**src/rtl/page_table_mapper_3level_assert.svh**
```systemverilog
`ifndef PAGE_TABLE_MAPPER_3LEVEL_ASSERT_SVH
`define PAGE_TABLE_MAPPER_3LEVEL_ASSERT_SVH

// same-cycle implication, clocked on clk, off while arst_n is low
`define PTM_ASSERT_IMP(name, ante, cons) \
	name: assert property (@(posedge clk) disable iff (!arst_n) (ante) |-> (cons)) \
		else $error("ptm assertion failed");

// next-cycle implication, clocked on clk, off while arst_n is low
`define PTM_ASSERT_NEXT(name, ante, cons) \
	name: assert property (@(posedge clk) disable iff (!arst_n) (ante) |=> (cons)) \
		else $error("ptm assertion failed");

`endif

```
**src/rtl/ptm_pkg.sv**
```systemverilog
package ptm_pkg;

	localparam int CFG_ADDR_W = 5;

	localparam logic [1:0] REG_POOL_BASE  = 2'd0;
	localparam logic [1:0] REG_ROOT_TABLE = 2'd1;
	localparam logic [1:0] REG_FIRST_FREE = 2'd2;

	localparam logic [63:0] D_VALID     = 64'h1;
	localparam logic [63:0] D_TABLE     = 64'h1 << 1;
	localparam logic [63:0] D_ATTR1     = 64'h1 << 2;
	localparam logic [63:0] D_AF        = 64'h1 << 10;
	localparam logic [63:0] D_NG        = 64'h1 << 11;
	localparam logic [63:0] D_PXN       = 64'h1 << 53;
	localparam logic [63:0] D_UXN       = 64'h1 << 54;
	localparam logic [63:0] AP_RW_EL0   = 64'h1 << 6;
	localparam logic [63:0] AP_RO_EL1   = 64'h2 << 6;
	localparam logic [63:0] AP_RO_EL0   = 64'h3 << 6;
	localparam logic [63:0] SH_OUTER    = 64'h2 << 8;
	localparam logic [63:0] SHARE_INNER = 64'h3 << 8;

	typedef enum logic [1:0] {
		ST_MAPPED   = 2'd0,
		ST_ALREADY  = 2'd1,
		ST_NO_PAGES = 2'd2
	} status_t;

	typedef struct packed {
		logic [35:0] pool_base;
		logic [5:0]  root_table;
		logic [6:0]  next_free;
	} cfg_t;

	typedef struct packed {
		logic       valid;
		logic [6:0] next_free;
	} alloc_upd_t;

	function automatic logic [63:0] make_leaf(input logic [35:0] frame, input logic [3:0] flags);
		logic [63:0] d;
		d = {16'd0, frame, 12'd0} | D_VALID | D_TABLE | D_AF;
		if (flags[3]) begin
			d = d | D_ATTR1 | SH_OUTER | D_UXN | D_PXN;
		end else begin
			d = d | SHARE_INNER;
		end
		if (flags[2]) begin
			d = d | (flags[0] ? AP_RW_EL0 : AP_RO_EL0) | D_PXN | D_NG;
			if (!flags[1]) begin
				d = d | D_UXN;
			end
		end else begin
			if (!flags[0]) begin
				d = d | AP_RO_EL1;
			end
			d = d | D_UXN;
			if (!flags[1]) begin
				d = d | D_PXN;
			end
		end
		return d;
	endfunction

endpackage

```
**src/rtl/ptm_regs.sv**
```systemverilog
module ptm_regs import ptm_pkg::*; (
	input  logic                  clk,
	input  logic                  arst_n,
	input  logic                  psel,
	input  logic                  penable,
	input  logic                  pwrite,
	input  logic [CFG_ADDR_W-1:0] paddr,
	input  logic [63:0]           pwdata,
	output logic [63:0]           prdata,
	output logic                  pready,
	input  alloc_upd_t            upd,
	output cfg_t                  cfg
);

	logic [35:0] pool_base_q;
	logic [5:0]  root_table_q;
	logic [6:0]  first_free_q;
	logic [6:0]  next_free_q;
	logic        wr_en;

	assign pready = 1'b1;
	assign wr_en  = psel && penable && pwrite;

	always_ff @(posedge clk or negedge arst_n) begin
		if (!arst_n) begin
			pool_base_q  <= 36'd0;
			root_table_q <= 6'd0;
			first_free_q <= 7'd1;
			next_free_q  <= 7'd1;
		end else begin
			if (wr_en) begin
				case (paddr[4:3])
					REG_POOL_BASE:  pool_base_q  <= pwdata[35:0];
					REG_ROOT_TABLE: root_table_q <= pwdata[5:0];
					REG_FIRST_FREE: begin
						first_free_q <= pwdata[6:0];
						next_free_q  <= pwdata[6:0];
					end
					default: ;
				endcase
			end else if (upd.valid) begin
				next_free_q <= upd.next_free;
			end
		end
	end

	always_comb begin
		case (paddr[4:3])
			REG_POOL_BASE:  prdata = {28'd0, pool_base_q};
			REG_ROOT_TABLE: prdata = {58'd0, root_table_q};
			REG_FIRST_FREE: prdata = {57'd0, first_free_q};
			default:        prdata = 64'd0;
		endcase
	end

	assign cfg.pool_base  = pool_base_q;
	assign cfg.root_table = root_table_q;
	assign cfg.next_free  = next_free_q;

endmodule

```
**config.mk**
```make
export PLATFORM = sky130hd
export DESIGN_NAME = ptm_regs
export DESIGN_NICKNAME = d
export VERILOG_FILES = /design/src/rtl/page_table_mapper_3level_assert.svh /design/src/rtl/ptm_pkg.sv /design/src/rtl/ptm_regs.sv
export SDC_FILE = /design/constraint.sdc
export NUM_CORES = 1
export LEC_CHECK = 0
export BUFFER_PORTS_ARGS = -buffer_cell sky130_fd_sc_hd__buf_2
export CAP_MARGIN = 20
export CORE_MARGIN = 3
export CORE_UTILIZATION = 35
export CTS_CLUSTER_DIAMETER = 200
export DETAILED_ROUTE_END_ITERATION = 6
export PLACE_DENSITY = 0.7
export SETUP_SLACK_MARGIN = 0.05
export SKIP_CTS_REPAIR_TIMING = 1
export SLEW_MARGIN = 25
export SYNTH_ARGS = -nofsm -noshare
export SYNTH_HDL_FRONTEND = slang
export SYNTH_SLANG_ARGS = --single-unit
```
**constraint.sdc**
```tcl
create_clock -name clk -period 4.4 [get_ports clk]
set_input_delay 0.88 -clock clk [delete_from_list [all_inputs] [get_ports clk]]
set_output_delay 0.88 -clock clk [all_outputs]
set_load 0.005 [all_outputs]
```
Yosys cells after proc, flatten, opt, wreduce, memory -nomap -nowiden
Cells that the tools add are included.
{ "classes": {"reduce_logical": 8, "eq_ne": 3, "n_mux": 4} }
{ "op_table": {"columns": ["operator", "n"], "rows": [
  ["one-hot mux 36 bit (3 select lines)", 1],
  ["2-to-1 mux 7 bit", 3],
  ["AND reduction 2 bit", 4],
  ["== test 2 x 1 -> 1 bit (second input constant)", 1],
  ["== test 2 bit (second input constant)", 1],
  ["logical AND 1 bit", 2],
  ["logical NOT 2 bit", 1],
  ["inequality test 2 x 1 -> 1 bit (second input constant)", 1],
  ["nonzero test 2 bit", 1]
]} }
{ "word_totals": {"input_bits": 82, "word_cells": 19, "output_inout_bits": 114, "ff_bits": 56} }

Longest topological paths before layout
Gate-level depths: netlist of the first run.
{ "depth": {"word_depth": 4, "depth_mapped": 5, "depth_no_buf": 3} }

Least setup slack after synthesis of the first run
OpenSTA, ideal clock, no wires.
{ "synth_timing": {"path_kind": "input port to output port", "startpoint": "input paddr[4]", "endpoint": "output prdata[11]", "required_time_ps": 3520, "slack_ps": 1773, "cell_stages": 5, "path_buffers": 3, "t_arrival_ps": 1747, "path_cell_list": "buf_2 nor2_1 clkbuf_1 clkbuf_1 and2_1"} }
{ "synth_via": {"elab_chain_cells": 2, "word_cells_on_any_way": 4, "cone_classes": "eq/ne (2); mux (1); reduce/logical (1)"} }
{ "synth_lines": {"columns": ["element", "line_no", "text"], "rows": [
  ["start, declared", "ptm_regs.sv:7", "input logic [CFG_ADDR_W-1:0] paddr,"],
  ["== test 2 bit (tied with other cells)", "ptm_regs.sv:48", "case (paddr[4:3])"],
  ["one-hot mux 36 bit (3 select lines) (*)", "ptm_regs.sv:48", null],
  ["end, declared", "ptm_regs.sv:9", "output logic [63:0] prdata,"]
]} }
Mark *: on every way between the ends. The rest lies on a longest branch, timed or not.

Final worst setup path of the first run
{ "layout_timing": {"startpoint": "input paddr[4]", "endpoint": "output prdata[4]"} }
The elaborated chain is that of the path after synthesis.

==> metrics, run 1 <==
Max stage delay on crit path=0.58 ns; total CTS buffers=5; Critical R2R Launch=pool_base_q[19]; share of the synthesized area in the top cell type=between 40% and 50%; Worst-path clk slew=~0.090 ns; fmax=336 MHz; GPL Wtd Cong=about 0.75; maximum VDD drop=0.000229 V; Final Hold Fails=0; Finished Cell Area=0.00350 mm2; global-route wire length before repair=10.0 mm; setup ws final=~1.4 ns; TritonCTS clock tree=done; Post-synth EDFFs=0; Worst Hold Class=flop to flop; DR pass1 iterations=4; Max-cap violations=0; I/O Buffers=135; syn avg cell area=12.6 um2; Slew Limit Fails=0; Place WS=1.41 ns; row cnt=31; worst-path fanout max=11; root buf cell=clkbuf_8; compound-gate portion of the synthesized area=between 3 and 4%; kind of end point of the critical path=output pin; Nets=between 400 and 500; Die Y-Extent=approximately 95 um; CP endpoint=prdata[4]; Crit path max-delay family=simple AND/OR/NAND/NOR gates; Setup crit start kind=input port; total core area=~0.0074 mm2; Tot GR Track Use=around 14%; R2R Path End=pool_base_q[19]; most common cell in the synthesized netlist=dfrtp_1; period utilization=between 60% and 70%; mux share of post-synthesis cell area=a little under a quarter; clock skew after layout=0 ns; Post-Synth Adder-Cell Area=0%; hold depth=1; via count=2013; most used flip-flop cell after synthesis=dfrtp_1; DP HPWL=5.16 mm; clock latency on the worst-skew pair=0.29 ns; simple-gate share of the synthesized area=approximately 11%; Post-Synth XOR/XNOR Area=0%; final setup vio count=0; vias in the first global route=slightly below 2000; Cells after Synth=219; reg2reg setup slack=around 3.6 ns; DR iter-0 viols=67; drt wl/cell=around 15 um; worst path buffer plus inverter count=2; commonest cells in the netlist=54 x dfrtp_1, 38 x mux2_2, 30 x buf_4; area grow syn2layout=27.0%; warnings from Yosys=0; Ports=about 200; CP dominant cell by count=buf_2; register area share after synthesis=51.0%; Worst EP required=3.52 ns; antenna cells=0; CP arrival=2.09 ns; PwrDens=between 300 and 400 mW/mm2; TNS Setup=0 ns; clk buf depth=2; cells on worst reg2reg path=1; synthesized cell area=~0.0028 mm2; Synth async-reset ratio=between 90% and 100%; Tmin final=about 3.0 ns; initial antenna violation count=1; Total Wirelength=~6.7 mm; fraction of layout cells with a size suffix above 1=around 55%; Distinct cells, synth=23; clock tree sinks=56; via/cell ratio=4.46; pin count of the biggest net entering global routing=33; most area-consuming cells after synthesis=dfrtp_1 49%, mux2_2 16%, buf_4 8.2%; DIE WIDTH=between 90 and 100 um; DR DRC count=0; RSZ-0062 raised after global routing=no; Antenna Violating Nets Remaining=0; area of the die=0.00897 mm2; relative slew slack=a little under three fifths; class of the most critical setup path=input port to output pin; measured slew at the worst slew-check pin=between 0.6 and 0.7 ns; crit path max-delay cell type=nor2b_1; Yosys reg bits=between 50 and 60; status=complete, no violations; H-tree depth=2; grt ovf=0; Synth area leader=dfrtp_1; Post-DP Area=0.00339 mm2; crit path cell chain=buf_2, nor2b_1, nand2_1, o21ai_0, buf_2; crit path from=paddr[4]; Leak Pwr=between 1.5 and 2 nW; initial cell density of the core=37.0%; largest family of logic cells by synthesized area=multiplexers; cell depth of the worst setup path=5
where the power goes:
group	switching, W	total (W)	leakage [nW]	internal, W
logic	0.000143	0.000344	1.11	0.000201
clock network	0.000167	0.000340	0.0558	0.000172
registers	0.0000750	0.000704	0.676	0.000629
cell families after synthesis:
| group | Yosys count |
|---|---|
| mux | 57 |
| flops | 56 |
| simple gates | 50 |
| buf+inv | 41 |
| compound gates | 13 |
| other cells | 2 |
metrics by stage:
stage / std cells / utilization (%) / hold WS, ns / power (W)
floorplan: 246 / - / 0.479 / 0.000883
global placement: 443 / 45.5 / 0.481 / 0.00105
detailed placement: 443 / 45.5 / 0.493 / 0.00107
CTS: 451 / 47.0 / 0.517 / 0.00141
global route: 451 / 47.0 / 0.541 / 0.00148
finish: 451 / 47.0 / 0.512 / 0.00139
how the worst min path moves through the flow:
stage / to / slack [ns] / start
final: first_free_q[1] / 0.51 / first_free_q[1]
after global routing: first_free_q[4] / 0.54 / first_free_q[4]
after CTS: first_free_q[1] / 0.52 / first_free_q[1]
after detailed placement: pool_base_q[8] / 0.49 / pool_base_q[8]
after global placement: pool_base_q[9] / 0.48 / pool_base_q[9]
after floorplan: first_free_q[6] / 0.48 / first_free_q[6]
placed cells by master (no fill, tap or decap):
cell type	Yosys	routed
clkbuf_1	3	1
dfrtp_1	54	54
and2_1	29	29
o21ai_0	6	6
bufinv_16	0	1
nand2_1	7	7
nor2_1	2	2
conb_1	2	29
buf_4	30	3
and3_1	1	1
inv_1	1	1
mux2_1	12	12
inv_6	0	1
or3_1	7	7
mux2_2	38	38
clkbuf_8	0	5
dfstp_2	2	2
o221a_2	7	7
nor3b_2	1	1
nor3_4	1	1
buf_2	3	135
nand3_1	1	1
nor2b_1	1	1
mux2i_1	7	7
per-layer routing:
metal | part of all wire, % | vias up | GRT usage, %
li1 | - | 954 | -
met1 | 40 | 963 | 18.0
met2 | 52 | 88 | 24.4
met3 | 7.0 | 6 | 3.67
met4 | 0.89 | 2 | 3.85
met5 | 0.10 | - | 0
area by class of cell:
type,count,area [um2]
clock buffers,6,72.6
clock inverters,2,38.8
fillers,702,3950
inverters,1,3.75
multi-input cells,149,1160
flip-flops and latches,56,1400
well taps,99,124
repair buffers,138,698
flip-flops by register name, indices dropped and copies added, names as in the netlist:
name,flops
first_free_q,7
next_free_q,7
pool_base_q,36
root_table_q,6
(Power assumes the default switching activity.)
==> run 2: changes to the inputs <==
--- a/config.mk
+++ b/config.mk
@@ -11,7 +11,7 @@
 export CORE_UTILIZATION = 35
 export CTS_CLUSTER_DIAMETER = 200
 export DETAILED_ROUTE_END_ITERATION = 6
-export PLACE_DENSITY = 0.7
+export PLACE_DENSITY = 0.73
 export SETUP_SLACK_MARGIN = 0.05
 export SKIP_CTS_REPAIR_TIMING = 1
 export SLEW_MARGIN = 25
==> constraint.sdc (replaced) <==
create_clock -name clk -period 2.71 [get_ports clk]
set_input_delay 0.542 -clock clk [delete_from_list [all_inputs] [get_ports clk]]
set_output_delay 0.542 -clock clk [all_outputs]
set_load 0.005 [all_outputs]
==> run 2 against run 1 <==
Register-to-register slack lost 1.7 ns. Sequential power increased by 62%. Setup slack lost 0.77 ns. Flip-flop and latch count unchanged. Via count grew 2.6%. First-iteration DRC count decreased by 19%. Clock skew unchanged. Die area is the same. Highest routed layer is now met4.
==> metrics, run 2 (synthesis results as in run 1) <==
status=complete, no violations (unchanged); Worst Hold Class=input port to async pin (was flop to flop); DP HPWL=4.88 mm (was 5.16 mm); fmax=about 490 MHz; measured slew at the worst slew-check pin=0.656 ns (was 0.643 ns); Slew Limit Fails=0 (unchanged); max FFs per register=36 (unchanged); grt ovf=0 (unchanged); most frequent cells in the layout=135 x buf_2, 54 x dfrtp_1, 38 x mux2_2 (unchanged); DR DRC count=0 (unchanged); Worst-path clk slew=0.10 ns (was 0.09 ns); setup ws final=0.658 ns (was 1.43 ns); period utilization=between 70% and 80%; Reg power frac=50.6% (was 50.7%); area grow syn2layout=28.2% (was 27.0%); clock tree sinks=56 (unchanged); total CTS buffers=5 (unchanged); Hold WS=0.257 ns (was 0.512 ns); global-route wire length before repair=10.1 mm (was 10.0 mm); I/O Buffers=135 (unchanged); pin count of the biggest net entering global routing=31 (was 33); Largest regs=pool_base_q x36, first_free_q x7, next_free_q x7 (unchanged); initial cell density of the core=37.0% (unchanged); Largest Register=pool_base_q (unchanged); DR pass1 iterations=4 (unchanged); drt wl/cell=14.3 um (was 14.9 um); CP arrival=1.51 ns (was 2.09 ns); RSZ-0062 raised after global routing=no (unchanged); kind of end point of the critical path=output pin (unchanged); PwrDens=636 mW/mm2 (was 397 mW/mm2); Leak Pwr=1.85 nW (was 1.84 nW); maximum VDD drop=0.000283 V (was 0.000229 V); Final Hold Fails=0 (unchanged); clk buf depth=2 (unchanged); TritonCTS clock tree=done (unchanged); Max-cap violations=0 (unchanged); clock share of power=24.4% (was 24.5%); antenna cells=0 (unchanged); vias in the first global route=2034 (was 1935); Die Y-Extent=94.7 um (unchanged); relative slew slack=56.3% (was 57.0%); Sw Pwr=0.000618 W (was 0.000385 W); total core area=0.00745 mm2 (unchanged); DR iter-0 viols=54 (was 67); cell-internal power=0.00163 W (was 0.00100 W); via/cell ratio=4.57 (was 4.46); row cnt=31 (unchanged); fraction of layout cells with a size suffix above 1=55.5% (was 55.1%); Nets=434 (was 433); DIE WIDTH=94.7 um (unchanged); GPL Wtd Cong=0.714 (was 0.754); switching share of power=27.5% (was 27.7%); Worst EP required=2.17 ns (was 3.52 ns); Logic pwr share=25.0% (was 24.8%); TNS Setup=0 ns (unchanged); Antenna Violating Nets Remaining=0 (unchanged); area of the die=0.00897 mm2 (unchanged); clock skew after layout=0 ns (unchanged); Tmin final=2.05 ns; Tot GR Track Use=14.6% (was 14.3%); worst-path fanout max=11 (unchanged); initial antenna violation count=0 (was 1); Ports=196 (unchanged); Setup crit start kind=input port (unchanged); via count=2066 (was 2013); Place WS=0.568 ns (was 1.41 ns); Total Wirelength=6.45 mm (was 6.71 mm); class of the most critical setup path=input port to output pin (unchanged); final setup vio count=0 (unchanged); root buf cell=clkbuf_8 (unchanged); H-tree depth=2 (unchanged); most common cell after layout, fill and taps aside=buf_2 (unchanged); clock latency on the worst-skew pair=0.30 ns (was 0.29 ns)
[run 2: changes by cell type in the layout (fill, tap and decap cells not counted)]
cell,change
clkbuf_1,-1
buf_4,-1
clkinv_2,+1
inv_6,-1
clkinvlp_4,+1
buf_12,+2
[run 2: final timing paths]
kind | endpoint | startpoint | depth (start not counted) | slack (ns)
max | prdata[4] | paddr[4] | 6 | 0.66
min in group clk | pool_base_q[9] | pwdata[9] | 2 | 0.44
max reg2reg | pool_base_q[6] | pool_base_q[6] | 1 | 1.88
max in group asynchronous | next_free_q[0] | arst_n | 2 | 1.80
min reg2reg | first_free_q[5] | first_free_q[5] | 1 | 0.52
min | pool_base_q[30] | arst_n | 1 | 0.26
[run 2: final cells by class]
cell class / count / area, um2
inverters: 1 / 3.75
multi-input cells: 149 / 1160
well taps: 99 / 124
clock buffers: 5 / 68.8
flip-flops and latches: 56 / 1400
fillers: 720 / 3920
clock inverters: 3 / 42.5
repair buffers: 139 / 731
[run 2: power by group through the flow]
stage	Clock (W)	Combinational (W)	Sequential (W)
6_report	0.000547	0.000561	0.00114
3_3_place_gp	0	0.000560	0.00115
3_5_place_dp	0	0.000573	0.00115
2_1_floorplan	0	0.000280	0.00115
5_1_grt	0.000601	0.000632	0.00117
4_1_cts	0.000569	0.000575	0.00114
[run 2: per-layer routing]
layer	track usage (%)	vias up	wire length (um)
met3	3.03	9	484
met1	18.4	998	2580
li1	-	959	-
met5	0	-	0
met4	5.05	0	84
met2	24.7	100	3290
[run 2: stage by stage]
| stage | utilization [%] | total power [W] | std cells | instance area, um2 |
|---|---|---|---|---|
| after CTS | 47.4 | 0.00228 | 452 | 3530 |
| after global placement | 45.9 | 0.00171 | 444 | 3420 |
| after detailed placement | 45.9 | 0.00173 | 444 | 3420 |
| after global routing | 47.4 | 0.00240 | 452 | 3530 |
| final | 47.4 | 0.00224 | 452 | 3530 |
| after floorplan | - | 0.00143 | 246 | 2850 |
[run 2: critical path: stages]
cell and delay [ns]:
buf_2 0.26, nor2b_1 0.25, buf_4 0.19, nand2_1 0.05
o21ai_0 0.07, buf_2 0.14
==> run 3: changes to the inputs <==
--- a/config.mk
+++ b/config.mk
@@ -11,7 +11,7 @@
 export CORE_UTILIZATION = 35
 export CTS_CLUSTER_DIAMETER = 200
 export DETAILED_ROUTE_END_ITERATION = 6
-export PLACE_DENSITY = 0.73
+export PLACE_DENSITY = 0.7
 export SETUP_SLACK_MARGIN = 0.05
 export SKIP_CTS_REPAIR_TIMING = 1
 export SLEW_MARGIN = 25
==> constraint.sdc (replaced) <==
create_clock -name clk -period 2.1 [get_ports clk]
set_input_delay 0.42 -clock clk [delete_from_list [all_inputs] [get_ports clk]]
set_output_delay 0.42 -clock clk [all_outputs]
set_load 0.005 [all_outputs]
==> run 3 against run 2 <==
Sequential share of layout area is 0.58 points lower. Clock skew stayed put. Core utilization is 0.71 points higher. Largest cell class unchanged. Routed wire length is 7.0% higher. Highest routed layer unchanged.
==> metrics, run 3 (synthesis results as in run 1) <==
Worst Hold Class=input port to async pin (unchanged); PwrDens=814 mW/mm2 (was 636 mW/mm2); clock latency on the worst-skew pair=0.30 ns (about the same); H-tree depth=2 (unchanged); DR DRC count=0 (unchanged); period utilization=86.5%; DP HPWL=5.33 mm (was 4.88 mm); worst-path fanout max=6 (was 11); class of the most critical setup path=input port to output pin (unchanged); global-route wire length before repair=10.4 mm (was 10.1 mm); Final Hold Fails=0 (unchanged); initial antenna violation count=0 (unchanged); TNS Setup=0 ns (unchanged); crit path max-delay cell type=nor2b_1 (was buf_2); RSZ-0062 raised after global routing=no (unchanged); Util after Layout=48.1% (was 47.4%); Total Wirelength=6.90 mm (was 6.45 mm); Ports=196 (unchanged); relative slew slack=64.3% (was 56.3%); Nets=441 (was 434); row cnt=31 (unchanged); fmax=550 MHz; Worst EP required=1.68 ns (was 2.17 ns); via count=2043 (was 2066); pin count of the biggest net entering global routing=35 (was 31); DR iter-0 viols=74 (was 54); Worst-path clk slew=0.10 ns (about the same); Largest regs=pool_base_q x36, first_free_q x7, next_free_q x7 (unchanged); Antenna Violating Nets Remaining=0 (unchanged); Max stage delay on crit path=0.32 ns (was 0.26 ns); area of the multi-input gates=0.00116 mm2 (unchanged); Tot GR Track Use=14.9% (was 14.6%); Finished Cell Area=0.00358 mm2 (was 0.00353 mm2); crit path cell chain=buf_2, nor2b_1, buf_4, nand2_1, o21ai_0, buf_2 (unchanged); most common cell after layout, fill and taps aside=buf_2 (unchanged); Leak Pwr=1.89 nW (was 1.85 nW); Crit path max-delay family=buffers and inverters (unchanged); clk buf depth=2 (unchanged); CP arrival=1.40 ns (was 1.51 ns); total CTS buffers=5 (unchanged); filler instances=708 (was 720); worst path buffer plus inverter count=3 (unchanged); DIE WIDTH=94.7 um (unchanged); Tmin final=1.82 ns; Post-DP Area=0.00347 mm2 (was 0.00342 mm2); via/cell ratio=4.45 (was 4.57); Setup crit start kind=input port (unchanged); measured slew at the worst slew-check pin=0.535 ns (was 0.656 ns); Slew Limit Fails=0 (unchanged); status=complete, no violations (unchanged); root buf cell=clkbuf_8 (unchanged); fraction of layout cells with a size suffix above 1=56.4% (was 55.5%); Die Y-Extent=94.7 um (unchanged); most frequent cells in the layout=135 x buf_2, 54 x dfrtp_1, 38 x mux2_2 (unchanged); DR pass1 iterations=4 (unchanged); initial cell density of the core=37.0% (unchanged); Register Area=0.00140 mm2 (unchanged); GPL Wtd Cong=0.719 (was 0.714); area grow syn2layout=30.1% (was 28.2%); area of the die=0.00897 mm2 (unchanged); kind of end point of the critical path=output pin (unchanged); Largest Register=pool_base_q (unchanged); I/O Buffers=135 (unchanged); antenna cells=0 (unchanged); CP dominant cell by count=buf_2 (unchanged); maximum VDD drop=0.000367 V (was 0.000283 V); clock tree sinks=56 (unchanged); total core area=0.00745 mm2 (unchanged); grt ovf=0 (unchanged); Max-cap violations=0 (unchanged); final setup vio count=0 (unchanged); drt wl/cell=15.0 um (was 14.3 um); clock skew after layout=0 ns (unchanged); vias in the first global route=1999 (was 2034); TritonCTS clock tree=done (unchanged); max FFs per register=36 (unchanged)
## run 3: changes by cell type in the layout (fill, tap and decap cells not counted)
cell   delta
buf_4     +7
## run 3: where the power goes
group,internal [W],switching [W],leakage [nW]
sequential,0.00132,0.000159,0.676
clock,0.000353,0.000347,0.0541
combinational,0.000431,0.000308,1.16
total,0.00210,0.000814,1.89
## run 3: per-layer routing
metal	share of wire (%)	up-vias	wire, um	track usage [%]
met5	0	-	0	0
met4	0.61	0	42	3.61
met3	5.6	4	384	2.95
met2	51	81	3520	25.6
met1	43	992	2950	19.3
li1	-	966	-	-
## run 3: area by class of cell
class,count,share of cell area [%]
sequential,56,39.2
inverter,1,0.105
multi-input combinational,149,32.3
timing repair buffer,146,21.9
tap,99,3.46
clock inverter,3,1.19
clock buffer,5,1.92
## run 3: through the flow
| step | hold WS [ns] | total power, W | cells | setup slack, ns |
|---|---|---|---|---|
| final | 0.0776 | 0.00292 | 459 | 0.283 |
| after detailed placement | 0.432 | 0.00226 | 451 | 0.278 |
| after floorplan | 0.124 | 0.00185 | 246 | 0.393 |
| after global placement | 0.429 | 0.00222 | 451 | 0.261 |
| after CTS | 0.0866 | 0.00296 | 459 | 0.264 |
| after global routing | 0.0933 | 0.00311 | 459 | 0.213 |
## run 3: worst paths after layout
path	cells past startpoint	to	slack, ns	start
max in group asynchronous	2	next_free_q[0]	1.38	arst_n
worst max-delay path	6	prdata[4]	0.28	paddr[4]
worst min-delay path	1	pool_base_q[10]	0.08	arst_n
worst min register to register	1	pool_base_q[8]	0.51	pool_base_q[8]
worst max register to register	1	pool_base_q[19]	1.28	pool_base_q[19]
min in group clk	2	pool_base_q[8]	0.32	pwdata[8]
