## src/rtl/page_table_mapper_3level_assert.svh

```systemverilog
`ifndef PAGE_TABLE_MAPPER_3LEVEL_ASSERT_SVH
`define PAGE_TABLE_MAPPER_3LEVEL_ASSERT_SVH

// same-cycle implication, clocked on clk, off while arst_n is low
`define PTM_ASSERT_IMP(name, ante, cons) \
	name: assert property (@(posedge clk) disable iff (!arst_n) (ante) |-> (cons)) \
		else $error("ptm assertion failed");

// next-cycle implication, clocked on clk, off while arst_n is low
`define PTM_ASSERT_NEXT(name, ante, cons) \
	name: assert property (@(posedge clk) disable iff (!arst_n) (ante) |=> (cons)) \
		else $error("ptm assertion failed");

`endif

```

## src/rtl/ptm_pkg.sv

```systemverilog
package ptm_pkg;

	localparam int CFG_ADDR_W = 5;

	localparam logic [1:0] REG_POOL_BASE  = 2'd0;
	localparam logic [1:0] REG_ROOT_TABLE = 2'd1;
	localparam logic [1:0] REG_FIRST_FREE = 2'd2;

	localparam logic [63:0] D_VALID     = 64'h1;
	localparam logic [63:0] D_TABLE     = 64'h1 << 1;
	localparam logic [63:0] D_ATTR1     = 64'h1 << 2;
	localparam logic [63:0] D_AF        = 64'h1 << 10;
	localparam logic [63:0] D_NG        = 64'h1 << 11;
	localparam logic [63:0] D_PXN       = 64'h1 << 53;
	localparam logic [63:0] D_UXN       = 64'h1 << 54;
	localparam logic [63:0] AP_RW_EL0   = 64'h1 << 6;
	localparam logic [63:0] AP_RO_EL1   = 64'h2 << 6;
	localparam logic [63:0] AP_RO_EL0   = 64'h3 << 6;
	localparam logic [63:0] SH_OUTER    = 64'h2 << 8;
	localparam logic [63:0] SHARE_INNER = 64'h3 << 8;

	typedef enum logic [1:0] {
		ST_MAPPED   = 2'd0,
		ST_ALREADY  = 2'd1,
		ST_NO_PAGES = 2'd2
	} status_t;

	typedef struct packed {
		logic [35:0] pool_base;
		logic [5:0]  root_table;
		logic [6:0]  next_free;
	} cfg_t;

	typedef struct packed {
		logic       valid;
		logic [6:0] next_free;
	} alloc_upd_t;

	function automatic logic [63:0] make_leaf(input logic [35:0] frame, input logic [3:0] flags);
		logic [63:0] d;
		d = {16'd0, frame, 12'd0} | D_VALID | D_TABLE | D_AF;
		if (flags[3]) begin
			d = d | D_ATTR1 | SH_OUTER | D_UXN | D_PXN;
		end else begin
			d = d | SHARE_INNER;
		end
		if (flags[2]) begin
			d = d | (flags[0] ? AP_RW_EL0 : AP_RO_EL0) | D_PXN | D_NG;
			if (!flags[1]) begin
				d = d | D_UXN;
			end
		end else begin
			if (!flags[0]) begin
				d = d | AP_RO_EL1;
			end
			d = d | D_UXN;
			if (!flags[1]) begin
				d = d | D_PXN;
			end
		end
		return d;
	endfunction

endpackage

```

## src/rtl/ptm_walker.sv

```systemverilog
module ptm_walker import ptm_pkg::*; #(
	parameter int TABLE_PAGES = 64
) (
	input  logic                           clk,
	input  logic                           arst_n,
	input  logic                           start,
	input  logic                           hold,
	input  logic [38:0]                    virt_addr,
	input  logic [47:0]                    phys_addr,
	input  logic [3:0]                     access_flags,
	input  cfg_t                           cfg,
	output logic                           busy,
	output logic                           mem_re,
	output logic                           mem_we,
	output logic [$clog2(TABLE_PAGES)+8:0] mem_addr,
	output logic [63:0]                    mem_wdata,
	input  logic [63:0]                    mem_rdata,
	output alloc_upd_t                     upd,
	output logic                           done,
	output logic [63:0]                    leaf_entry,
	output status_t                        status,
	output logic [6:0]                     tables_used
);

	localparam int PW = $clog2(TABLE_PAGES);
	localparam int AW = PW + 9;
	localparam logic [1:0] LVL_LEAF = 2'd2;

	typedef enum logic [2:0] {
		S_IDLE,
		S_READ,
		S_CHECK,
		S_WRITE_P0,
		S_WRITE_P1,
		S_WRITE_LEAF
	} state_t;

	state_t              state_q;
	logic [1:0]          lvl_q;
	logic [8:0]          idx2_q;
	logic [8:0]          idx3_q;
	logic [35:0]         frame_q;
	logic [3:0]          flags_q;
	logic [6:0]          alloc_q;
	logic [AW-1:0]       addr_q;
	logic [1:0]          pv_q;
	logic [1:0][AW-1:0]  paddr_q;
	logic [1:0][63:0]    pval_q;
	logic                done_q;
	logic [63:0]         leaf_q;
	status_t             status_q;
	logic [6:0]          used_q;

	logic [63:0]   entry;
	logic [35:0]   desc_off;
	logic          desc_out;
	logic          alloc_out;
	logic          root_out;
	logic [63:0]   new_desc;
	logic [PW-1:0] next_page;
	logic [8:0]    next_idx;
	logic [AW-1:0] root_addr;

	// walk's own uncommitted descriptors win over the store
	always_comb begin
		entry = mem_rdata;
		if (pv_q[0] && paddr_q[0] == addr_q) begin
			entry = pval_q[0];
		end
		if (pv_q[1] && paddr_q[1] == addr_q) begin
			entry = pval_q[1];
		end
	end

	assign desc_off  = entry[47:12] - cfg.pool_base;
	assign desc_out  = desc_off >= 36'(TABLE_PAGES);
	assign alloc_out = 32'(alloc_q) >= TABLE_PAGES;
	assign root_out  = 32'(cfg.root_table) >= TABLE_PAGES;
	assign new_desc  = {16'd0, cfg.pool_base + 36'(alloc_q), 12'd0} | D_VALID | D_TABLE;
	assign next_page = entry[0] ? PW'(desc_off) : PW'(alloc_q);
	assign next_idx  = (lvl_q == 2'd0) ? idx2_q : idx3_q;
	assign root_addr = {PW'(cfg.root_table), virt_addr[38:30]};

	always_comb begin
		mem_re    = 1'b0;
		mem_we    = 1'b0;
		mem_addr  = addr_q;
		mem_wdata = leaf_q;
		case (state_q)
			S_READ: mem_re = 1'b1;
			S_WRITE_P0: begin
				mem_we    = pv_q[0];
				mem_addr  = paddr_q[0];
				mem_wdata = pval_q[0];
			end
			S_WRITE_P1: begin
				mem_we    = pv_q[1];
				mem_addr  = paddr_q[1];
				mem_wdata = pval_q[1];
			end
			S_WRITE_LEAF: mem_we = 1'b1;
			default: ;
		endcase
	end

	assign upd.valid     = (state_q == S_WRITE_LEAF);
	assign upd.next_free = alloc_q;

	always_ff @(posedge clk or negedge arst_n) begin
		if (!arst_n) begin
			state_q <= S_IDLE;
			done_q  <= 1'b0;
			pv_q    <= 2'b00;
			lvl_q   <= 2'd0;
		end else begin
			done_q <= 1'b0;
			case (state_q)
				S_IDLE: begin
					if (start && !hold) begin
						idx2_q  <= virt_addr[29:21];
						idx3_q  <= virt_addr[20:12];
						frame_q <= phys_addr[47:12];
						flags_q <= access_flags;
						alloc_q <= cfg.next_free;
						pv_q    <= 2'b00;
						lvl_q   <= 2'd0;
						addr_q  <= root_addr;
						if (root_out) begin
							done_q   <= 1'b1;
							leaf_q   <= 64'd0;
							status_q <= ST_NO_PAGES;
							used_q   <= cfg.next_free;
						end else begin
							state_q <= S_READ;
						end
					end
				end
				S_READ: state_q <= S_CHECK;
				S_CHECK: begin
					if (lvl_q == LVL_LEAF) begin
						if (entry[0]) begin
							done_q   <= 1'b1;
							leaf_q   <= entry;
							status_q <= ST_ALREADY;
							used_q   <= cfg.next_free;
							state_q  <= S_IDLE;
						end else begin
							leaf_q  <= make_leaf(frame_q, flags_q);
							state_q <= S_WRITE_P0;
						end
					end else if (entry[0] ? desc_out : alloc_out) begin
						done_q   <= 1'b1;
						leaf_q   <= 64'd0;
						status_q <= ST_NO_PAGES;
						used_q   <= cfg.next_free;
						state_q  <= S_IDLE;
					end else begin
						if (!entry[0]) begin
							pv_q[lvl_q[0]]    <= 1'b1;
							paddr_q[lvl_q[0]] <= addr_q;
							pval_q[lvl_q[0]]  <= new_desc;
							alloc_q           <= alloc_q + 7'd1;
						end
						addr_q  <= {next_page, next_idx};
						lvl_q   <= lvl_q + 2'd1;
						state_q <= S_READ;
					end
				end
				S_WRITE_P0: state_q <= S_WRITE_P1;
				S_WRITE_P1: state_q <= S_WRITE_LEAF;
				S_WRITE_LEAF: begin
					done_q   <= 1'b1;
					status_q <= ST_MAPPED;
					used_q   <= alloc_q;
					state_q  <= S_IDLE;
				end
				default: state_q <= S_IDLE;
			endcase
		end
	end

	assign busy        = (state_q != S_IDLE);
	assign done        = done_q;
	assign leaf_entry  = leaf_q;
	assign status      = status_q;
	assign tables_used = used_q;

endmodule

```

## config.mk

```make
export PLATFORM = sky130hd
export DESIGN_NAME = ptm_walker
export DESIGN_NICKNAME = d
export VERILOG_FILES = /design/src/rtl/page_table_mapper_3level_assert.svh /design/src/rtl/ptm_pkg.sv /design/src/rtl/ptm_walker.sv
export SDC_FILE = /design/constraint.sdc
export NUM_CORES = 1
export LEC_CHECK = 0
export ABC_AREA = 1
export ABC_CLOCK_PERIOD_IN_PS = 6400
export BUFFER_PORTS_ARGS = -buffer_cell sky130_fd_sc_hd__buf_2
export CAP_MARGIN = 20
export CELL_PAD_IN_SITES_DETAIL_PLACEMENT = 2
export CELL_PAD_IN_SITES_GLOBAL_PLACEMENT = 2
export CORE_UTILIZATION = 29
export CTS_CLUSTER_SIZE = 14
export DETAILED_ROUTE_END_ITERATION = 7
export PLACE_DENSITY_LB_ADDON = 0.1
export SYNTH_ARGS = -nofsm -noshare
export SYNTH_HDL_FRONTEND = slang
export SYNTH_SLANG_ARGS = --single-unit
```

## constraint.sdc

```tcl
create_clock -name clk -period 6.4 [get_ports clk]
set_input_delay 0.32 -clock clk [delete_from_list [all_inputs] [get_ports clk]]
set_output_delay 0.32 -clock clk [all_outputs]
set_load 0.02 [all_outputs]
```

### Yosys cells after proc, flatten, opt, wreduce, memory -nomap -nowiden

Cells that the tools add are included.

* shifts and indexed selects: 0
* bitwise operators: 5
* $add $sub $neg: 4
* equal/unequal tests: 14
* reductions and logical operators: 19
* muxes and demuxes: 63
* multipliers: 0
* magnitude comparators: 4
* divide/modulo/power cells: 0

Operators with widths (count)
* two-way mux 64 bit: 10
* bitwise mux 128 bit: 1
* one-hot mux 64 bit (2 select lines): 1
* two-way mux 55 bit: 2
* demux 64 bit (select 1 bit): 1
* bitwise OR 64 x 8 -> 64 bit: 1
* two-way mux 15 bit: 4
* one-hot mux 15 bit (2 select lines): 2
* two-way mux 54 bit: 1
* two-way mux 7 bit: 7
* adder 36 x 7 -> 36 bit: 1
* >= comparator 36 x 7 -> 1 bit, second input constant: 1
* subtractor 36 bit: 1
* bitwise mux 30 bit: 1
* equality test 15 bit: 2
* one-hot mux 7 bit (2 select lines): 2
* two-way mux 2 bit: 10
* two-way mux 8 bit: 2
* demux 15 bit (select 1 bit): 1
* one-hot mux 3 bit (5 select lines): 1
* AND reduction 5 bit: 3
* one-hot mux 2 bit (2 select lines): 3
* two-way mux 9 bit: 1
* inequality test 2 bit, second input constant: 4
* 27 further kinds: 46

* bits in writable memories: 0
* memories: 0
* word-level logic and storage cells: 126
* bits in read-only memories: 0
* bits of input ports: 208
* output and inout bits: 164
* flip-flop bits (word level): 319
* bits in latches: 0

### Logic depth before layout (Yosys ltp)

Gate-level depths: netlist of the first run.

* depth in word-level cells: 12
* depth in mapped cells: 34
* gate-level depth less buffers: 34

### Least setup slack after synthesis of the first run

OpenSTA, ideal clock, no wires.

* path type: register to register
* start point: register state_q[0]
* end point: register flags_q[0], enable pin
* clock period less this slack: 6.918 ns
* setup slack: -0.518 ns
* path buffers: 0
* cell stages (with the launch flop): 6
* data required time: 5.783 ns
* arrival: 6.301 ns
* setup time: 0.617 ns
* path through: dfrtp_1 nor2_1 inv_1 nor2_1 inv_1 nor4_1

* longest elaborated chain between the ends: 2

Ends and longest elaborated chain
* start: declaration: line ptm_walker.sv:38 `state_t state_q;`
* start signal: assignment: line ptm_walker.sv:111 `state_q <= S_IDLE;`
* start signal: assignment: line ptm_walker.sv:134 `state_q <= S_READ;`
* start signal: assignment: line ptm_walker.sv:138 `S_READ: state_q <= S_CHECK;`
* logical NOT 3 bit: line ptm_walker.sv:117 `case (state_q)`
* AND reduction 3 bit (no line)
* end signal: assignment: line ptm_walker.sv:123 `flags_q <= access_flags;`
* end: declaration: line ptm_walker.sv:43 `logic [3:0] flags_q;`

Every way passes these cells.
A chain may end at the register's enable or synchronous reset.

### Worst setup path in the final report of the first run

* start point: register addr_q[13]
* end point: register pval_q[41] (netlist bit), enable pin

* longest elaborated chain between the ends: 9
* elaborated cells on any way between the ends: 12
* classes of those cells: 1 x add/sub; 1 x order compare; 2 x eq/ne; 3 x mux; 2 x bitwise; 3 x reduce/logical

Ends and longest elaborated chain
* start: declaration: line ptm_walker.sv:45 `logic [AW-1:0] addr_q;`
* start signal: assignment: line ptm_walker.sv:127 `addr_q <= root_addr;`
* start signal: assignment: line ptm_walker.sv:164 `addr_q <= {next_page, next_idx};`
* equality test 15 bit: line ptm_walker.sv:67 `if (pv_q[0] && paddr_q[0] == addr_q) begin`
* logical AND 1 bit: line ptm_walker.sv:67
* two-way mux 64 bit: line ptm_walker.sv:67
* two-way mux 64 bit (*): line ptm_walker.sv:70 `if (pv_q[1] && paddr_q[1] == addr_q) begin`
* subtractor 36 bit: line ptm_walker.sv:75 `assign desc_off = entry[47:12] - cfg.pool_base;`
* >= comparator 36 x 7 -> 1 bit: line ptm_walker.sv:76 `assign desc_out = desc_off >= 36'(TABLE_PAGES);`
* two-way mux 1 bit: line ptm_walker.sv:151 `end else if (entry[0] ? desc_out : alloc_out) begin`
* NOT 1 bit (no line)
* AND reduction 5 bit (no line) (*)
* end signal: indexed assignment: line ptm_walker.sv:161 `pval_q[lvl_q[0]] <= new_desc;`
* end: declaration: line ptm_walker.sv:48 `logic [1:0][63:0] pval_q;`

Mark *: on every way between the ends. The rest lies on a longest branch, timed or not.

==> results_dict.tcl, run 1 <==
set metrics [dict create \
    drcViolationCount 0 \
    cts_buffer_depth 3 \
    slowest_delay_ns 0.51 \
    status "finished, final reports clean" \
    cap_violations 0 \
    p_leak_nw 9.61 \
    via_count 15260 \
    netlist_instances 1953 \
    synthAdderAreaFrac_pct 3.87 \
    wire_per_inst_um 22.4 \
    async_flop_share_pct 3.04 \
    slew_viol_final 0 \
    period_share_pct 91.6 \
    io_buffer_count 347 \
    r2r_slack_ns 0.54 \
    synth.area.mux_share_pct 0 \
    io_pins 372 \
    dieArea_um2 55800 \
    peakVddDrop_mv 0.161 \
    gp_congestion 0.851 \
    max_freq_mhz 171 \
    place_area_um2 18600 \
    antenna_found_initial 7 \
    root_buffer "clkbuf_16" \
    syn_area_per_cell_um2 8.15 \
    grt_pass1_wl_um 103000 \
    synth_top_family_by_area "simple AND/OR/NAND/NOR gates" \
    synth_compound_area_share_pct 9.30 \
    layout_min_cycle_time_ns 5.86 \
    wl_um 69400 \
    grt.overflow.total 0 \
    grt_use_total_pct 24.7 \
    synth-simple-area-share_pct 26.2 \
    hold_depth 3 \
    yosys.cell_types.count 49 \
    syn-cell-area_um2 15900 \
    pre_cts_slack_ns 0.609 \
    worstReg2RegStart "addr_q[13]" \
    chipHeight_um 236 \
    syn_nets 2209 \
    grt_setup_unrepaired "no" \
    min_path_type "primary input to flip-flop" \
    h-tree-depth 2 \
    ys_seq_area_share_pct 49.4 \
    tns_ns 0 \
    drive_above_1_share_pct 20.1 \
    post_cts_resized 0 \
    worstReg2RegEnd "pval_q[41]" \
    ys_seq_elements 263 \
    routed_via_density 4.93 \
    cts_tree "built" \
    startpoint_type "flip-flop" \
    critPathLaunch "addr_q[13]" \
    synth-xor-area-share_pct 2.64 \
    clk_pin_slew_ns 0.07 \
    rows 85 \
    timing.slew.headroom_pct 34.2 \
    core_region_area_um2 54000 \
    worst-setup-path-type "flip-flop to flip-flop" \
    hold_violations 0 \
    drtPass1Iterations 5 \
    final_antenna_net_count 0 \
    grt_start_max_net_pins 65 \
    drtIter0Drc 628 \
    crit_top_cell "nor2_1" \
    fin_area_um2 20400 \
    final_cell_mix "nand2_1 (590), buf_2 (347), inv_1 (308), edfxtp_1 (255), nor2_1 (213)" \
    synth_edf_count 255 \
    numClockSinks 263 \
    initial_core_util_pct 29.5 \
    powerDensity_nw_per_um2 325 \
    crit_arrival_ns 6.06 \
    insertion_delay_ns 0.56 \
    tightest_slew_ns 0.981 \
    die_w_um 236 \
    layout_setup_ws_ns 0.540 \
    final_core_util_pct 37.8 \
    crit_end "pval_q[41]" \
    slowest_stage "edfxtp_1" \
    cts_buffers 35 \
    required_ns 6.60 \
    final_common_cell "nand2_1" \
    area.growth.synth_to_final_pct 28.1 \
    dp_hpwl_um 52700 \
    finalSetupViolCount 0 \
    reg2reg_depth 26 \
    grt_pass1_vias 16862 \
    fin_nets 2624 \
    clock_skew_ns 0.0205 \
    yosys_warnings 0 \
    crit_path_max_fanout 51 \
    yosys_most_used_dff "edfxtp_1" \
    cp-end-kind "flip-flop" \
]
[area by class of cell]
cell class	instances	area, um2
diodes	4	10.0
clock buffers	41	898
clock inverters	22	260
fillers	6233	33600
inverters	316	1190
multi-input cells	1322	6740
flip-flops and latches	263	7860
well taps	696	871
repair buffers	430	2580
[report_power, final]
part           leakage [nW]  internal, mW  total (mW)  switching, mW
combinational          6.63         0.676        2.31           1.64
sequential             2.43          2.14        2.29          0.146
clock                 0.546          1.21        2.03          0.817
total                  9.61          4.03        6.63           2.60
[worst min-delay path by stage]
stage                              from             end  slack [ns]
after floorplan                  arst_n            done        0.02
after global placement           arst_n            done        0.21
after detailed placement         arst_n            done        0.22
after CTS                  mem_rdata[5]   leaf_entry[5]        0.04
after global routing      mem_rdata[56]  leaf_entry[56]        0.06
final                     mem_rdata[49]  leaf_entry[49]        0.07
[registers in the layout (all words and copies together) (netlist names), 3 cells and up]
register	count
idx3_q	9
alloc_q	7
paddr_q	30
addr_q	15
idx2_q	9
frame_q	36
state_q	3
pval_q	72
leaf_entry	64
tables_used	7
flags_q	4
[per-layer routing]
| metal | GRT usage (%) | part of all wire (%) | vias up |
|---|---|---|---|
| met2 | 45.0 | 51 | 249 |
| met5 | 0 | 0.019 | - |
| met1 | 30.0 | 43 | 7682 |
| met4 | 8.82 | 3.3 | 2 |
| li1 | - | - | 7223 |
| met3 | 2.54 | 2.5 | 104 |
[repair_timing]
action / CTS / global route
hold buffers: 59 / 0
hold endpoints to repair: 66 / 0
setup buffers: 0 / 0
[cell families after synthesis]
group,Yosys count
XOR/XNOR,48
flip-flops,263
adder cells (fa/ha/maj),48
AND/OR/NAND/NOR,988
AO/OA/AOI/OAI,238
buffers and inverters,368
[metrics by stage]
step	cells	total power, mW	hold WS, ns
2_1_floorplan	1953	3.63	0.0244
3_3_place_gp	2967	4.54	0.207
3_5_place_dp	2967	4.61	0.216
4_1_cts	3089	6.70	0.0353
5_1_grt	3094	6.97	0.0572
6_report	3094	6.63	0.0672
[cell usage after synthesis, types with 3 or more instances]
cell type / n / area, um2
xor2_1: 40 / 350
o21ai_1: 5 / 25.0
nor2_2: 5 / 31.3
ha_1: 46 / 576
clkbuf_1: 47 / 176
inv_2: 5 / 18.8
nor3_2: 6 / 60.1
nor4_1: 5 / 31.3
nand3b_1: 7 / 52.6
nand2_2: 11 / 68.8
a21oi_2: 5 / 43.8
buf_1: 4 / 15.0
nand3_2: 9 / 90.1
o22ai_1: 33 / 206
o21ai_0: 83 / 415
edfxtp_1: 255 / 7660
o21bai_1: 5 / 37.5
nand3_1: 100 / 500
nor3_1: 17 / 85.1
nand2_1: 591 / 2220
dfrtp_1: 8 / 200
inv_1: 309 / 1160
nor2_1: 215 / 807
xnor2_1: 8 / 70.1
o221ai_1: 26 / 228
o211ai_1: 30 / 225
nor2_4: 3 / 33.8
a21oi_1: 37 / 185
a211oi_1: 3 / 22.5
nand4_1: 7 / 43.8
[worst max-delay path: cells and delay by family, from the launching register on]
kind                     cells  cell delay (ns)
AO/OA/AOI/OAI                5             1.35
XOR/XNOR                     1             0.15
adder cells (fa/ha/maj)      1             0.40
buffers and inverters        3             0.82
flip-flops                   1             0.51
AND/OR/NAND/NOR             16             2.19
Note: power is estimated with default switching activity, not from simulation.
==> inputs of run 2 (changes only) <==
- PLACE_DENSITY_LB_ADDON: 0.1 -> 0.25
==> run 2 against run 1 <==
Effect of this change:
- die area unchanged
- total power fell by 0.68%
- first-iteration DRC count is 25% higher
- sequential share of layout area grew 0.22 points
==> results_dict.tcl, run 2 (same netlist as run 1, synthesis figures left out) <==
set metrics [dict create \
    status "finished, final reports clean" \
    largest_reg_flops 72 \
    drive_above_1_share_pct 20.2 \
    powerDensity_nw_per_um2 325 \
    p_total_mw 6.59 \
    clock_skew_ns 0.0273 \
    via_count 15442 \
    finalSetupViolCount 0 \
    fin_nets 2620 \
    whs_ns 0.0373 \
    final_antenna_net_count 0 \
    root_buffer "clkbuf_16" \
    numClockSinks 263 \
    gp_congestion 0.881 \
    sw_frac_of_total_pct 39.9 \
    multi_input_area_um2 6740 \
    hold_violations 0 \
    cap_violations 0 \
    critPathLaunch "addr_q[4]" \
    cts_tree "built" \
    stdcell_count 3084 \
    slowest_stage "edfxtp_1" \
    period_share_pct 93.6 \
    tns_ns 0 \
    grt_pass1_vias 17053 \
    wire_per_inst_um 23.3 \
    fillers 6198 \
    final_cell_mix "nand2_1 (590), buf_2 (347), inv_1 (308), edfxtp_1 (255), nor2_1 (213)" \
    cts_buffer_depth 3 \
    p_leak_nw 9.58 \
    cts_buffers 34 \
    antenna_found_initial 2 \
    area.growth.synth_to_final_pct 27.4 \
    rows 85 \
    dp_hpwl_um 54000 \
    crit_arrival_ns 6.20 \
    r2r_slack_ns 0.41 \
    pwr-share-seq_pct 35.0 \
    grt_setup_unrepaired "no" \
    min_from "phys_addr[12]" \
    timing.slew.headroom_pct 27.6 \
    drtIter0Drc 783 \
    drtPass1Iterations 4 \
    initial_core_util_pct 29.5 \
    routed_via_density 5.01 \
    grt_pass1_wl_um 106000 \
    grt_start_max_net_pins 59 \
    worstReg2RegEnd "pval_q[36]" \
    wl_um 71800 \
    combPwrFrac_pct 35.5 \
    cp-end-kind "flip-flop" \
    max_freq_mhz 167 \
    worst-setup-path-type "flip-flop to flip-flop" \
    h-tree-depth 2 \
    tightest_slew_ns 1.08 \
    drcViolationCount 0 \
    die_w_um 236 \
    grt.overflow.total 0 \
    chipHeight_um 236 \
    clk_pin_slew_ns 0.07 \
    min_to "frame_q[0]" \
    peakVddDrop_mv 0.151 \
    insertion_delay_ns 0.56 \
    io_buffer_count 347 \
    io_pins 372 \
    dpl.cell_count 2967 \
    grt_use_total_pct 25.4 \
    reg2reg_depth 30 \
    slowest_delay_ns 0.49 \
    required_ns 6.61 \
    worstReg2RegStart "addr_q[4]" \
    dieArea_um2 55800 \
    crit_top_cell "nand2_1" \
    min_path_type "primary input to flip-flop" \
    slew_viol_final 0 \
    core_region_area_um2 54000 \
    switchingPower_mw 2.63 \
    layout_min_cycle_time_ns 5.99 \
    p_clk_share_pct 29.6 \
    hold_depth 1 \
    startpoint_type "flip-flop" \
    seqCellArea_um2 7860 \
    final_common_cell "nand2_1" \
    crit_path_max_fanout 51 \
    internal_power_mw 3.96 \
]
[run 2: what timing repair did]
action                                 in CTS  in global routing
buffers inserted                            0                  0
endpoints found under the hold margin      63                  0
resized for setup                           0                  0
hold buffers                               56                  0
[run 2: worst max-delay path by stage]
stage	slack (ns)	endpoint
2_1_floorplan	0.57	paddr_q[0]
3_3_place_gp	0.75	pval_q[97]
3_5_place_dp	0.51	pval_q[33]
4_1_cts	0.45	pval_q[27]
5_1_grt	0.02	pval_q[36]
6_report	0.41	pval_q[36]
[run 2: through the flow]
step | instance area [um2] | setup slack (ns) | utilization (%)
after global routing | 20300 | 0.0249 | 37.5
after floorplan | 15900 | 0.573 | -
after detailed placement | 18600 | 0.513 | 34.5
after global placement | 18600 | 0.752 | 34.5
final | 20300 | 0.411 | 37.5
after CTS | 20300 | 0.454 | 37.5
[run 2: per-layer routing]
layer | vias up | routed length [um] | track usage (%)
li1 | 7210 | - | -
met1 | 7796 | 30300 | 31.2
met2 | 328 | 37100 | 46.4
met3 | 108 | 2400 | 2.34
met4 | 0 | 1980 | 8.30
met5 | - | 0 | 0
[run 2: worst max-delay path, delay by kind of cell, from the launching register on]
family,cells,cell delay (ns)
AND/OR/NAND/NOR,25,3.76
adder cells (fa/ha/maj),2,0.67
flip-flops,1,0.49
buffers and inverters,2,0.48
AO/OA/AOI/OAI,1,0.15
[run 2: power by group through the flow]
stage               clock [mW]  combinational [mW]  sequential, mW
finish                    1.95                2.34            2.30
global route              2.04                2.51            2.32
CTS                       1.97                2.32            2.30
detailed placement           0                2.28            2.33
global placement             0                2.21            2.32
floorplan                    0                1.27            2.36
[run 2: area by class of cell]
type	instances	share of cell area, %
flip-flops and latches	263	38.7
multi-input cells	1322	33.2
repair buffers	427	12.5
inverters	316	5.85
clock buffers	43	4.56
well taps	696	4.29
clock inverters	16	0.808
diodes	1	0.0123
